`src/bcpf_pkg.sv`:
```
// ----------------------------------------------------------------------------
// Bus capture packet framer package
// Widths, packet constants and register map shared by the framer files.
// ----------------------------------------------------------------------------
package bcpf_pkg;

  localparam int NUM_SOURCES_DEF = 2;

  localparam int CAPTURE_W = 29;
  localparam int DATA_W    = 32;
  localparam int PADDR_W   = 3;

  localparam int PKT_BYTES  = 12;
  localparam int PKT_W      = PKT_BYTES * 8;
  localparam int BYTE_IDX_W = $clog2(PKT_BYTES);
  localparam logic [BYTE_IDX_W-1:0] LAST_IDX = BYTE_IDX_W'(PKT_BYTES - 1);

  localparam logic [7:0]  SYNC0       = 8'hAA;
  localparam logic [7:0]  SYNC1       = 8'h55;
  localparam logic [7:0]  TYPE_STATUS = 8'h01;
  localparam logic [7:0]  TYPE_EVENT  = 8'h02;
  localparam logic [15:0] PEND_MAX    = 16'hFFFF;

  localparam logic FUNC_EVENT  = 1'b0;
  localparam logic FUNC_STATUS = 1'b1;

  // Register select is address bit 2 (4-byte spacing).
  localparam int   REG_SEL_BIT    = 2;
  localparam logic REG_ARMED      = 1'b0;
  localparam logic REG_DROP_THRESH = 1'b1;

  localparam logic [DATA_W-1:0] DROP_THRESH_RESET = 32'd8192;

endpackage

```
`src/bcpf_if.sv`:
```
// ----------------------------------------------------------------------------
// Framer channel interfaces
// Valid/ready channels for capture items and packet bytes.
// ----------------------------------------------------------------------------
interface bcpf_item_if;
  logic                         valid;
  logic                         ready;
  logic                         func;
  logic                         source_id;
  logic [bcpf_pkg::CAPTURE_W-1:0] capture_word;
  logic [31:0]                  timestamp_us;
  logic [31:0]                  pending_count;

  modport source (
    output valid, func, source_id, capture_word, timestamp_us, pending_count,
    input  ready
  );
  modport sink (
    input  valid, func, source_id, capture_word, timestamp_us, pending_count,
    output ready
  );
endinterface

interface bcpf_byte_if;
  logic       valid;
  logic       ready;
  logic [7:0] out_byte;
  logic       last_byte;

  modport source (output valid, out_byte, last_byte, input ready);
  modport sink (input valid, out_byte, last_byte, output ready);
endinterface

```
`src/bus_capture_packet_framer_top.sv`:
```
// ----------------------------------------------------------------------------
// Bus capture packet framer, top level
// An accepted event item, or status item while armed, goes to the packet holding
// register, then to the byte serializer: 12 bytes per packet, one byte per cycle
// while result.ready is high; a second item waits in the packet holding register.
// Reset clears pipeline state, drop state, armed and sets threshold to 8192.
// ----------------------------------------------------------------------------
module bus_capture_packet_framer_top #(
  parameter int NUM_SOURCES = bcpf_pkg::NUM_SOURCES_DEF
) (
  input  logic                          clk,
  input  logic                          rst,
  bcpf_item_if.sink                     item,
  bcpf_byte_if.source                   result,
  input  logic                          psel,
  input  logic                          penable,
  input  logic                          pwrite,
  input  logic [bcpf_pkg::PADDR_W-1:0]  paddr,
  input  logic [bcpf_pkg::DATA_W-1:0]   pwdata,
  output logic [bcpf_pkg::DATA_W-1:0]   prdata,
  output logic                          pready
);
  import bcpf_pkg::*;

  logic                  armed;
  logic [DATA_W-1:0]     drop_threshold;
  logic                  cfg_write;

  logic                  drop_flag  [NUM_SOURCES];
  logic [7:0]            drop_count [NUM_SOURCES];

  logic [PKT_W-1:0]      hold_data;
  logic                  hold_valid;
  logic [PKT_W-1:0]      shift_data;
  logic                  shift_valid;
  logic [BYTE_IDX_W-1:0] byte_idx;

  logic                  item_fire;
  logic                  out_fire;
  logic                  shift_free;
  logic                  load;
  logic                  is_status;
  logic                  emits;
  logic                  over;
  logic                  sel_flag;
  logic [7:0]            sel_count;
  logic                  rep_flag;
  logic [7:0]            rep_count;
  logic [15:0]           pend_sat;
  logic [PKT_W-1:0]      pkt;

  assign pready    = 1'b1;
  assign cfg_write = psel && penable && pwrite;

  always_ff @(posedge clk) begin
    if (rst) begin
      armed          <= 1'b0;
      drop_threshold <= DROP_THRESH_RESET;
    end else if (cfg_write) begin
      case (paddr[REG_SEL_BIT])
        REG_ARMED:       armed <= pwdata[0];
        REG_DROP_THRESH: drop_threshold <= pwdata;
        default:         armed <= armed;
      endcase
    end
  end

  always_comb begin
    case (paddr[REG_SEL_BIT])
      REG_ARMED:       prdata = {{(DATA_W-1){1'b0}}, armed};
      REG_DROP_THRESH: prdata = drop_threshold;
      default:         prdata = '0;
    endcase
  end

  assign out_fire   = result.valid && result.ready;
  assign shift_free = !shift_valid || (out_fire && byte_idx == LAST_IDX);
  assign load       = hold_valid && shift_free;
  assign item.ready = !hold_valid || load;
  assign item_fire  = item.valid && item.ready;
  assign is_status  = item.func == FUNC_STATUS;
  assign emits      = !is_status || armed;
  assign over       = item.pending_count > drop_threshold;

  always_comb begin
    sel_flag  = 1'b0;
    sel_count = '0;
    for (int k = 0; k < NUM_SOURCES; k++) begin
      if (int'(item.source_id) == k) begin
        sel_flag  = drop_flag[k];
        sel_count = drop_count[k];
      end
    end
  end

  // Drop state as reported includes the update made by this item.
  always_comb begin
    rep_flag  = sel_flag;
    rep_count = sel_count;
    if (int'(item.source_id) < NUM_SOURCES && over) begin
      rep_flag  = 1'b1;
      rep_count = sel_count + 8'd1;
    end
  end

  assign pend_sat = (|item.pending_count[31:16]) ? PEND_MAX : item.pending_count[15:0];

  always_comb begin
    if (is_status) begin
      pkt = {pend_sat, item.timestamp_us, rep_count, 7'd0, rep_flag,
             7'd0, item.source_id, TYPE_STATUS, SYNC1, SYNC0};
    end else begin
      pkt = {32'd0, item.capture_word[23:16], item.capture_word[15:0],
             3'd0, ~item.capture_word[28:24], 7'd0, item.source_id,
             TYPE_EVENT, SYNC1, SYNC0};
    end
  end

  always_ff @(posedge clk) begin
    if (rst) begin
      for (int k = 0; k < NUM_SOURCES; k++) begin
        drop_flag[k]  <= 1'b0;
        drop_count[k] <= '0;
      end
    end else if (item_fire && is_status && armed && over) begin
      for (int k = 0; k < NUM_SOURCES; k++) begin
        if (int'(item.source_id) == k) begin
          drop_flag[k]  <= 1'b1;
          drop_count[k] <= drop_count[k] + 8'd1;
        end
      end
    end
  end

  always_ff @(posedge clk) begin
    if (rst) begin
      hold_valid <= 1'b0;
    end else if (item_fire && emits) begin
      hold_valid <= 1'b1;
    end else if (load) begin
      hold_valid <= 1'b0;
    end
  end

  always_ff @(posedge clk) begin
    if (item_fire && emits) begin
      hold_data <= pkt;
    end
  end

  always_ff @(posedge clk) begin
    if (rst) begin
      shift_valid <= 1'b0;
      byte_idx    <= '0;
    end else if (load) begin
      shift_valid <= 1'b1;
      byte_idx    <= '0;
    end else if (out_fire) begin
      if (byte_idx == LAST_IDX) begin
        shift_valid <= 1'b0;
      end
      byte_idx <= byte_idx + BYTE_IDX_W'(1);
    end
  end

  always_ff @(posedge clk) begin
    if (load) begin
      shift_data <= hold_data;
    end else if (out_fire) begin
      shift_data <= {8'd0, shift_data[PKT_W-1:8]};
    end
  end

  assign result.valid     = shift_valid;
  assign result.out_byte  = shift_data[7:0];
  assign result.last_byte = byte_idx == LAST_IDX;

endmodule

```
`src/flat_wrapper.sv`:
```
// flat-port wrapper written by rule: the top's interface ports become plain ports
module bus_capture_packet_framer_top_flat import bcpf_pkg::*;
#(
  parameter int NUM_SOURCES = bcpf_pkg::NUM_SOURCES_DEF
)
  (clk, rst, psel, penable, pwrite, paddr, pwdata, prdata, pready, item_valid, item_func, item_source_id, item_capture_word, item_timestamp_us, item_pending_count, item_ready, result_valid, result_out_byte, result_last_byte, result_ready);
  bcpf_item_if item_i ();
  bcpf_byte_if result_i ();
  input  logic clk;
  input  logic rst;
  input  logic psel;
  input  logic penable;
  input  logic pwrite;
  input  logic [bcpf_pkg::PADDR_W-1:0] paddr;
  input  logic [bcpf_pkg::DATA_W-1:0] pwdata;
  output logic [bcpf_pkg::DATA_W-1:0] prdata;
  output logic pready;
  input wire logic [$bits(item_i.valid)-1:0] item_valid;
  input wire logic [$bits(item_i.func)-1:0] item_func;
  input wire logic [$bits(item_i.source_id)-1:0] item_source_id;
  input wire logic [$bits(item_i.capture_word)-1:0] item_capture_word;
  input wire logic [$bits(item_i.timestamp_us)-1:0] item_timestamp_us;
  input wire logic [$bits(item_i.pending_count)-1:0] item_pending_count;
  output wire logic [$bits(item_i.ready)-1:0] item_ready;
  output wire logic [$bits(result_i.valid)-1:0] result_valid;
  output wire logic [$bits(result_i.out_byte)-1:0] result_out_byte;
  output wire logic [$bits(result_i.last_byte)-1:0] result_last_byte;
  input wire logic [$bits(result_i.ready)-1:0] result_ready;
  assign item_i.valid = item_valid;
  assign item_i.func = item_func;
  assign item_i.source_id = item_source_id;
  assign item_i.capture_word = item_capture_word;
  assign item_i.timestamp_us = item_timestamp_us;
  assign item_i.pending_count = item_pending_count;
  assign item_ready = item_i.ready;
  assign result_valid = result_i.valid;
  assign result_out_byte = result_i.out_byte;
  assign result_last_byte = result_i.last_byte;
  assign result_i.ready = result_ready;
  bus_capture_packet_framer_top #(.NUM_SOURCES(NUM_SOURCES)) u_core (.clk(clk), .rst(rst), .item(item_i), .result(result_i), .psel(psel), .penable(penable), .pwrite(pwrite), .paddr(paddr), .pwdata(pwdata), .prdata(prdata), .pready(pready));
endmodule
```
`config.mk`:
```
export PLATFORM = sky130hd
export DESIGN_NAME = bus_capture_packet_framer_top_flat
export DESIGN_NICKNAME = d
export VERILOG_FILES = /design/src/bcpf_pkg.sv /design/src/bcpf_if.sv /design/src/bus_capture_packet_framer_top.sv /design/src/flat_wrapper.sv
export SDC_FILE = /design/constraint.sdc
export NUM_CORES = 1
export LEC_CHECK = 0
export ABC_CLOCK_PERIOD_IN_PS = 12100
export BUFFER_PORTS_ARGS = -buffer_cell sky130_fd_sc_hd__buf_2
export CORE_MARGIN = 4
export CORE_UTILIZATION = 55
export DETAILED_ROUTE_END_ITERATION = 7
export PLACE_DENSITY = 0.79
export SYNTH_ARGS = -nofsm -noshare
export SYNTH_HDL_FRONTEND = slang
export SYNTH_SLANG_ARGS = --single-unit
```
`constraint.sdc`:
```
create_clock -name clk -period 12.1 [get_ports clk]
set_input_delay 1.21 -clock clk [delete_from_list [all_inputs] [get_ports clk]]
set_output_delay 1.21 -clock clk [all_outputs]
set_load 0.02 [all_outputs]
```
Word level (Yosys, flattened, before mapping):

Memories as Yosys holds them, arrays and structs flattened.
Cells that the tools add are included.

* flip-flop bits (word level): 231
* memory bits (writable): 18
* input port bits: 137
* memories: 2

Memories
* u_core.drop_count: words 2, bits a word 8, read ports 2, clocked after Yosys merged registers in 0, write ports 2, RTL line bus_capture_packet_framer_top.sv:30 `logic [7:0] drop_count [NUM_SOURCES];`
* u_core.drop_flag: words 2, bits a word 1, read ports 2, clocked after Yosys merged registers in 0, write ports 2, RTL line bus_capture_packet_framer_top.sv:29 `logic drop_flag [NUM_SOURCES];`

* $add $sub $neg: 4
* order comparisons: 1
* eq/ne operators: 1
* multiplexer cells: 28
* bitwise gates (word level): 6
* reductions and logical operators: 24

Operator list (number)
* two-way mux 96 bit: 2
* two-way mux 64 bit: 1
* case mux 32 bit (2 select lines): 1
* > comparator 32 bit: 1
* two-way mux 8 bit: 4
* adder 8 x 1 -> 8 bit, second input constant: 3
* two-way mux 1 bit: 19
* two-way mux 16 bit: 1
* OR reduction 16 bit: 1
* logical AND 1 bit: 10
* AND reduction 2 bit: 3
* nonzero test 2 bit: 3
* NOT 5 bit: 1
* adder 4 x 1 -> 4 bit, second input constant: 1
* == test 4 bit, second input constant: 1
* OR 1 bit: 4
* logical NOT 1 bit: 3
* logical OR 1 bit: 3
* OR reduction 2 bit: 1
* NOT 1 bit: 1

Longest topological paths before layout:

Gate-level depths: netlist (run 1).

* word-level depth: 13
* depth in mapped cells: 11
* depth with buffers taken out: 9

Least setup slack after synthesis (run 1):

Ideal clock, no wire load.

* path kind: register -> register
* from: register u_core.shift_valid, in the netlist u_core.result.valid
* to: register u_core.shift_data[0], enable pin
* setup time: 683 ps
* arrival time: 7177 ps
* data required time: 11417 ps
* setup slack: 4240 ps
* stages on the path, launching flop included: 2
* buffers on the path: 0
* clock period less this slack: 7860 ps
* cell sequence: dfxtp_1 -> o21ai_0

* longest elaborated chain between the ends: 5

Ends and longest elaborated chain
* from (decl): RTL line bus_capture_packet_framer_top.sv:35 `logic shift_valid;`
* from (signal assigned): RTL line bus_capture_packet_framer_top.sv:153 `shift_valid <= 1'b0;`
* from (signal assigned): RTL line bus_capture_packet_framer_top.sv:156 `shift_valid <= 1'b1;`
* from (signal assigned): RTL line bus_capture_packet_framer_top.sv:160 `shift_valid <= 1'b0;`
* logical AND 1 bit: RTL line bus_capture_packet_framer_top.sv:76 `assign out_fire = result.valid && result.ready;`
* logical AND 1 bit: RTL line bus_capture_packet_framer_top.sv:77 `assign shift_free = !shift_valid || (out_fire && byte_idx == LAST_IDX);`
* logical OR 1 bit: RTL line bus_capture_packet_framer_top.sv:77
* logical AND 1 bit: RTL line bus_capture_packet_framer_top.sv:78 `assign load = hold_valid && shift_free;`
* nonzero test 2 bit (no line) (*)
* to (signal assigned): RTL line bus_capture_packet_framer_top.sv:168 `shift_data <= hold_data;`
* to (signal assigned): RTL line bus_capture_packet_framer_top.sv:170 `shift_data <= {8'd0, shift_data[PKT_W-1:8]};`
* to (decl): RTL line bus_capture_packet_framer_top.sv:34 `logic [PKT_W-1:0] shift_data;`

Mark *: on every way between the ends. The rest lies on a longest branch, timed or not.
A chain may end at the register's enable or synchronous reset.

==> reports/metrics.yaml, run 1 <==
status:
  status: "finished clean"
synth:
  ys_seq_elements: 217
  syn_area_um2: 9920
  syn_inst: 822
  ys.flop_type: "edfxtp_1"
  yosys-top-cells-area: "edfxtp_1 (54%), mux2_2 (8.9%), dfxtp_1 (7.9%)"
  yosysTopAreaCell: "edfxtp_1"
  yosysSeqAreaShare: 0.617
  avgSynthCellArea_um2: 12.1
  synth_nets: 995
  synth-async-reset-ratio: 0
  synth_most_common_cell: "edfxtp_1"
  synth-edff-count: 178
  synth_common_cells: "edfxtp_1 (178), nor2_1 (97), nand2_1 (87), mux2_2 (78), a21oi_1 (52)"
  ys_types: 49
  synth_top_area_frac: 0.539
  yosysWarnings: 0
critical_path:
  crit_required_ns: 12.32
  worst_setup_path_end_kind: "flop"
  critPathLaunch: "item_pending_count[23]"
  reg2regPathDepth: 9
  critPathArrivalTime_ns: 4.16
  cp_max_fo: 15
  reg2reg_from: "u_core.drop_threshold[23]"
  critPathKind: "in2reg"
  cp-start-kind: "primary input"
sta:
  setup_viol: 0
  fin_crit_sh: 0.325
  layout_min_cycle_time_ns: 3.94
  setup_ws_ns: 8.16
  fmax_mhz: 254
  finalClockSkew_ns: 0.0212
  setup-tns-final_ns: 0
  rsz0062_at_grt: "no"
  slew_viol_final: 0
  slew_headroom: 0.187
  final-hold-violation-count: 0
  tightest_slew_ns: 1.22
clocking:
  post_cts_resize_count: 0
  cts_tree: "yes"
  cts_buffer_depth: 3
  cts_setup_buffers: 0
  htree_levels: 1
  postCtsHoldBufs: 0
  root_buffer: "clkbuf_16"
  clkLatencyLatePin_ns: 0.51
  clk_pin_slew_ns: 0.06
  cts_buffers: 23
  cts_sinks: 217
global_route:
  grt_max_degree: 90
  grt_pass1_vias: 6480
  met2_usage: 0.331
  top_usage_layer: "met2"
  met3_usage: 0.0450
  antenna_found_initial: 2
  grt_overflow: 0
  grtUsageMet1: 0.246
  grt_pass1_wl_um: 31200
  grt_usage: 0.192
power_and_ir_drop:
  peakVddDrop_uv: 139
  power_density_nw_per_um2: 141
  static-leakage-power_nw: 4.44
die:
  rows: 48
  dieHeight_um: 142
  die_w_um: 142
  io_pins: 181
  start_util: 0.568
  fp.coreArea_um2: 17500
  die-area_um2: 20300
place:
  place_ws_ns: 7.65
  port_buffers: 177
  hpwl_um: 13600
  gp_congestion: 0.868
detailed_routing:
  vias: 6494
  viasPerCell: 5.31
  drcViolationCount: 0
  final_antenna_net_count: 0
  wire_per_inst_um: 16.3
  drtIter0Drc: 305
  postRouteWirelength_um: 19900
  dr.pass1.iters: 4
layout:
  insertedDiodeCount: 0
  area_delta_synth_final_pct: 17.4
  finalNetCount: 1158
  fillers: 1316
  layout-drive-gt1-share: 0.308
worst_hold_path:
  hold_depth: 2
  hp-start: "u_core.drop_threshold[6]"
  worst_hold_path_type: "reg2reg"
flow_run:
  drv_cap: 0
[metal layers]
metal	wire, µm	vias up
li1	-	3218
met1	8300	3011
met2	9540	217
met3	1530	44
met4	495	4
met5	27	-
[flip-flops by register name (all words and copies together), names as in the netlist]
name,flops
u_core.drop_threshold,32
u_core.drop_flag,2
u_core.armed,1
u_core.shift_data,96
u_core.result.valid,1
u_core.hold_valid,1
u_core.byte_idx,4
u_core.hold_data,64
u_core.drop_count,16
[cell families after synthesis]
group,count (synthesis),synth area share
buffers and inverters,87,0.0373
multiplexers,86,0.0966
adder cells (fa/ha/maj),36,0.0454
AND/OR/NAND/NOR,294,0.139
other,1,0.000378
XOR/XNOR,16,0.0141
AO/OA/AOI/OAI,85,0.0499
flip-flops,217,0.617
[cell usage in the layout (no fill, tap or decap), types with 4 or more instances in the layout]
cell type  instances
edfxtp_1         178
buf_2            177
nor2_1            95
nand2_1           87
mux2_2            78
a21oi_1           51
inv_1             41
dfxtp_1           39
ha_1              36
nor2b_1           26
and2_1            24
clkbuf_16         23
nor3_1            12
nand3_1           12
o21ai_0            9
xnor2_1            9
nand4_1            8
mux2i_1            8
or2_2              8
nor4_1             7
xor2_1             7
buf_4              7
and3_1             5
a31oi_1            4
clkbuf_1           4
clkinv_1           4
[power by group]
group | total [mW] | switching, mW | internal [mW]
Sequential | 0.863 | 0.0113 | 0.852
Combinational | 0.136 | 0.0770 | 0.0594
Clock | 0.648 | 0.271 | 0.377
[path summary, 6_finish.rpt]
path | end | slack, ns
worst min-delay path | u_core.drop_threshold[6] | 0.45
worst max-delay path | u_core.drop_count[0][7] | 8.16
worst min register to register | u_core.drop_threshold[6] | 0.45
worst max register to register | u_core.drop_count[0][7] | 8.58
[worst max-delay path, cell delays in order]
cell	delay, ns
buf_2	0.11
ha_1	0.32
a41oi_1	0.20
o21ai_0	0.12
a2111oi_0	0.38
nand3_1	0.19
a21oi_1	0.96
or4_1	0.55
nor2_1	0.11
[metrics by stage]
stage | power (mW) | util | hold WS, ns | std cells | cell area (µm²)
3_5_place_dp | 1.02 | 0.627 | 0.447 | 1185 | 11000
6_report | 1.65 | 0.667 | 0.452 | 1223 | 11700
5_1_grt | 1.71 | 0.667 | 0.470 | 1223 | 11700
4_1_cts | 1.67 | 0.667 | 0.455 | 1223 | 11700
3_3_place_gp | 1.01 | 0.627 | 0.442 | 1185 | 11000
2_1_floorplan | 0.969 | - | 0.436 | 822 | 9920
[area by class of cell]
cell class	count	area, µm²	area share
inverters	41	154	0.0132
well taps	225	282	0.0242
clock buffers	28	604	0.0519
flip-flops and latches	217	6130	0.526
multi-input cells	518	3460	0.297
repair buffers	184	938	0.0805
clock inverters	10	88.8	0.00762
(Power assumes the default switching activity.)
==> run 2: changes to the inputs <==
ABC_AREA = 1   (was not set)
ABC_CLOCK_PERIOD_IN_PS = 3600   (was 12100)
CORE_UTILIZATION = 51   (was 55)
PLACE_DENSITY = 0.77   (was 0.79)
clock period = 3.6 ns   (was 12.1 ns; I/O delays follow)
==> run 2 against run 1 <==
Critical endpoint is now u_core.drop_flag[0][0]. Global-route usage is 0.60 points lower. Synthesized area is 3.3% higher. Power grew to 3.5 times the previous value. Largest power group unchanged. Cell count is 25% higher. Utilization is 5.1 points lower. Highest routed layer unchanged. Register-to-register slack worse by 7.4 ns.
==> reports/metrics.yaml, run 2 <==
place:
  placed_cell_area_um2: 11300
  port_buffers: 177
  gp_congestion: 0.881
  hpwl_um: 14500
detailed_routing:
  drtIter0Drc: 435
  postRouteWirelength_um: 20900
  drcViolationCount: 0
  viasPerCell: 4.77
  wire_per_inst_um: 13.7
  dr.pass1.iters: 4
  vias: 7288
  final_antenna_net_count: 0
sta:
  fmax_mhz: 412
  rsz0062_at_grt: "no"
  setup-tns-final_ns: 0
  setup_viol: 0
  tightest_slew_ns: 0.926
  finalClockSkew_ns: 0.0143
  fin_crit_sh: 0.674
  final-hold-violation-count: 0
  slew_headroom: 0.380
  slew_viol_final: 0
  layout_min_cycle_time_ns: 2.43
  holdWs_ns: 0.0950
critical_path:
  crit_required_ns: 3.75
  r2r_setup_slack_ns: 1.17
  cp_max_fo: 10
  critPathKind: "reg2reg"
  critPathLaunch: "u_core.drop_threshold[27]"
  r2r_end: "u_core.drop_flag[0][0]"
  worst_setup_path_end_kind: "flop"
  critPathArrivalTime_ns: 2.58
  reg2regPathDepth: 12
  cp-endpoint: "u_core.drop_flag[0][0]"
  cp-start-kind: "flop"
  reg2reg_from: "u_core.drop_threshold[27]"
worst_hold_path:
  worst_hold_path_type: "in2reg"
synth:
  synth_fa_ha_area_frac: 0.0440
  synth_nets: 1259
  synth_most_common_cell: "nand2_1"
  syn_area_um2: 10200
  ys.flop_type: "edfxtp_1"
  synth-edff-count: 178
  syn_inst: 1086
  yosys.area_share.simple: 0.196
  synth_top_family_by_area: "simple AND/OR/NAND/NOR gates"
  ys_seq_elements: 217
  synth_common_cells: "nand2_1 (350), edfxtp_1 (178), inv_1 (155), o21ai_0 (66), nor2_1 (64)"
  synth_top_area_frac: 0.522
  yosys-top-cells-area: "edfxtp_1 (52%), nand2_1 (13%), dfxtp_1 (7.6%)"
  yosysSeqAreaShare: 0.598
  synth-xor-area-share: 0.0171
  yosysTopAreaCell: "edfxtp_1"
  ys_types: 39
  synth_mux_area_frac: 0
  synth_compound_area_frac: 0.0602
  synth-async-reset-ratio: 0
  yosysWarnings: 0
  avgSynthCellArea_um2: 9.44
power_and_ir_drop:
  static-leakage-power_nw: 5.64
  power_density_nw_per_um2: 476
  peakVddDrop_uv: 357
  total_power_mw: 5.74
layout:
  layout_commonest_cell: "nand2_1"
  area_delta_synth_final_pct: 17.7
  fillers: 1621
  regMostFlops: "u_core.shift_data"
  largest_reg_flops: 96
  insertedDiodeCount: 0
  largestRegisters: "u_core.shift_data x96, u_core.hold_data x64, u_core.drop_threshold x32"
  final_design_area_no_fill_um2: 12100
  finalNetCount: 1421
  layout_common_cells: "nand2_1 (350), edfxtp_1 (178), buf_2 (177)"
  layout-drive-gt1-share: 0.203
global_route:
  met3_usage: 0.0406
  grt_pass1_vias: 7150
  grt_usage: 0.186
  top_usage_layer: "met2"
  grtUsageMet1: 0.242
  grt_pass1_wl_um: 33700
  grt_max_degree: 89
  antenna_found_initial: 1
  grt_overflow: 0
  met2_usage: 0.319
clocking:
  postCtsHoldBufs: 0
  cts_buffer_depth: 3
  cts_sinks: 217
  root_buffer: "clkbuf_16"
  post_cts_resize_count: 0
  clkLatencyLatePin_ns: 0.51
  cts_setup_buffers: 0
  cts_buffers: 24
  cts_tree: "yes"
  htree_levels: 1
  clk_pin_slew_ns: 0.06
die:
  start_util: 0.523
  dieHeight_um: 150
  io_pins: 181
  die_w_um: 150
  rows: 51
  fp.coreArea_um2: 19600
  die-area_um2: 22400
flow_run:
  drv_cap: 0
status:
  status: "finished clean"
-- run 2: cell count changes in the layout (fill, tap and decap cells not counted), sizes merged, moves of 10 or more --
cell   previous run  this run
o21ai            10        68
nand2            87       357
and2             24         0
nand3            12        22
mux2             78         0
inv              43       159
nor2b            26         0
nor2             97        76
-- run 2: area by class of cell --
class	count	area, µm²	share of cell area
Clock buffer	32	641	0.0531
Clock inverter	10	83.8	0.00695
Inverter	161	604	0.0501
Multi-Input combinational cell	657	3280	0.272
Sequential cell	217	6130	0.508
Tap cell	265	332	0.0275
Timing Repair Buffer	187	998	0.0828
-- run 2: critical path: stages, from the launching register on --
cell and delay [ns]:
dfxtp_1 0.33, inv_1 0.06, ha_1 0.29, nand2_1 0.07, nor2_1 0.14, nand2_2 0.10, nor4_4 0.17, nand2_1 0.13
nand2_4 0.14, nand2_4 0.11, inv_2 0.12, nand3_1 0.08, nand2_1 0.32
-- run 2: worst min-delay path by stage --
stage	end	cells past startpoint	start
final	u_core.drop_threshold[13]	3	pwdata[13]
after global routing	u_core.drop_threshold[13]	3	pwdata[13]
after CTS	u_core.drop_threshold[13]	3	pwdata[13]
after detailed placement	u_core.drop_threshold[19]	2	u_core.drop_threshold[19]
after global placement	u_core.drop_threshold[19]	2	u_core.drop_threshold[19]
after floorplan	u_core.result.valid	1	rst
-- run 2: logic make-up after synthesis --
group           Yosys count
simple gates            480
buf+inv                 212
xor+xnor                 20
compound gates          120
fa+ha+maj                36
flops                   217
other cells               1
-- run 2: report_power, final --
part	internal [mW]	switching, mW	total [mW]
clock	1.32	0.949	2.27
sequential	2.88	0.0418	2.93
combinational	0.197	0.348	0.545
total	4.40	1.34	5.74
-- run 2: through the flow --
step                      worst slack (ns)  instances  utilization
after floorplan                      0.169       1086            -
after CTS                             1.16       1529        0.616
after detailed placement              1.07       1487        0.579
after global placement                1.12       1487        0.579
final                                 1.17       1529        0.616
after global routing                 0.869       1529        0.616
-- run 2: per-layer routing --
| metal | wire length [µm] | up-vias |
|---|---|---|
| met5 | 18 | - |
| met4 | 451 | 2 |
| met1 | 9050 | 3269 |
| met3 | 1320 | 37 |
| met2 | 10000 | 198 |
| li1 | - | 3782 |
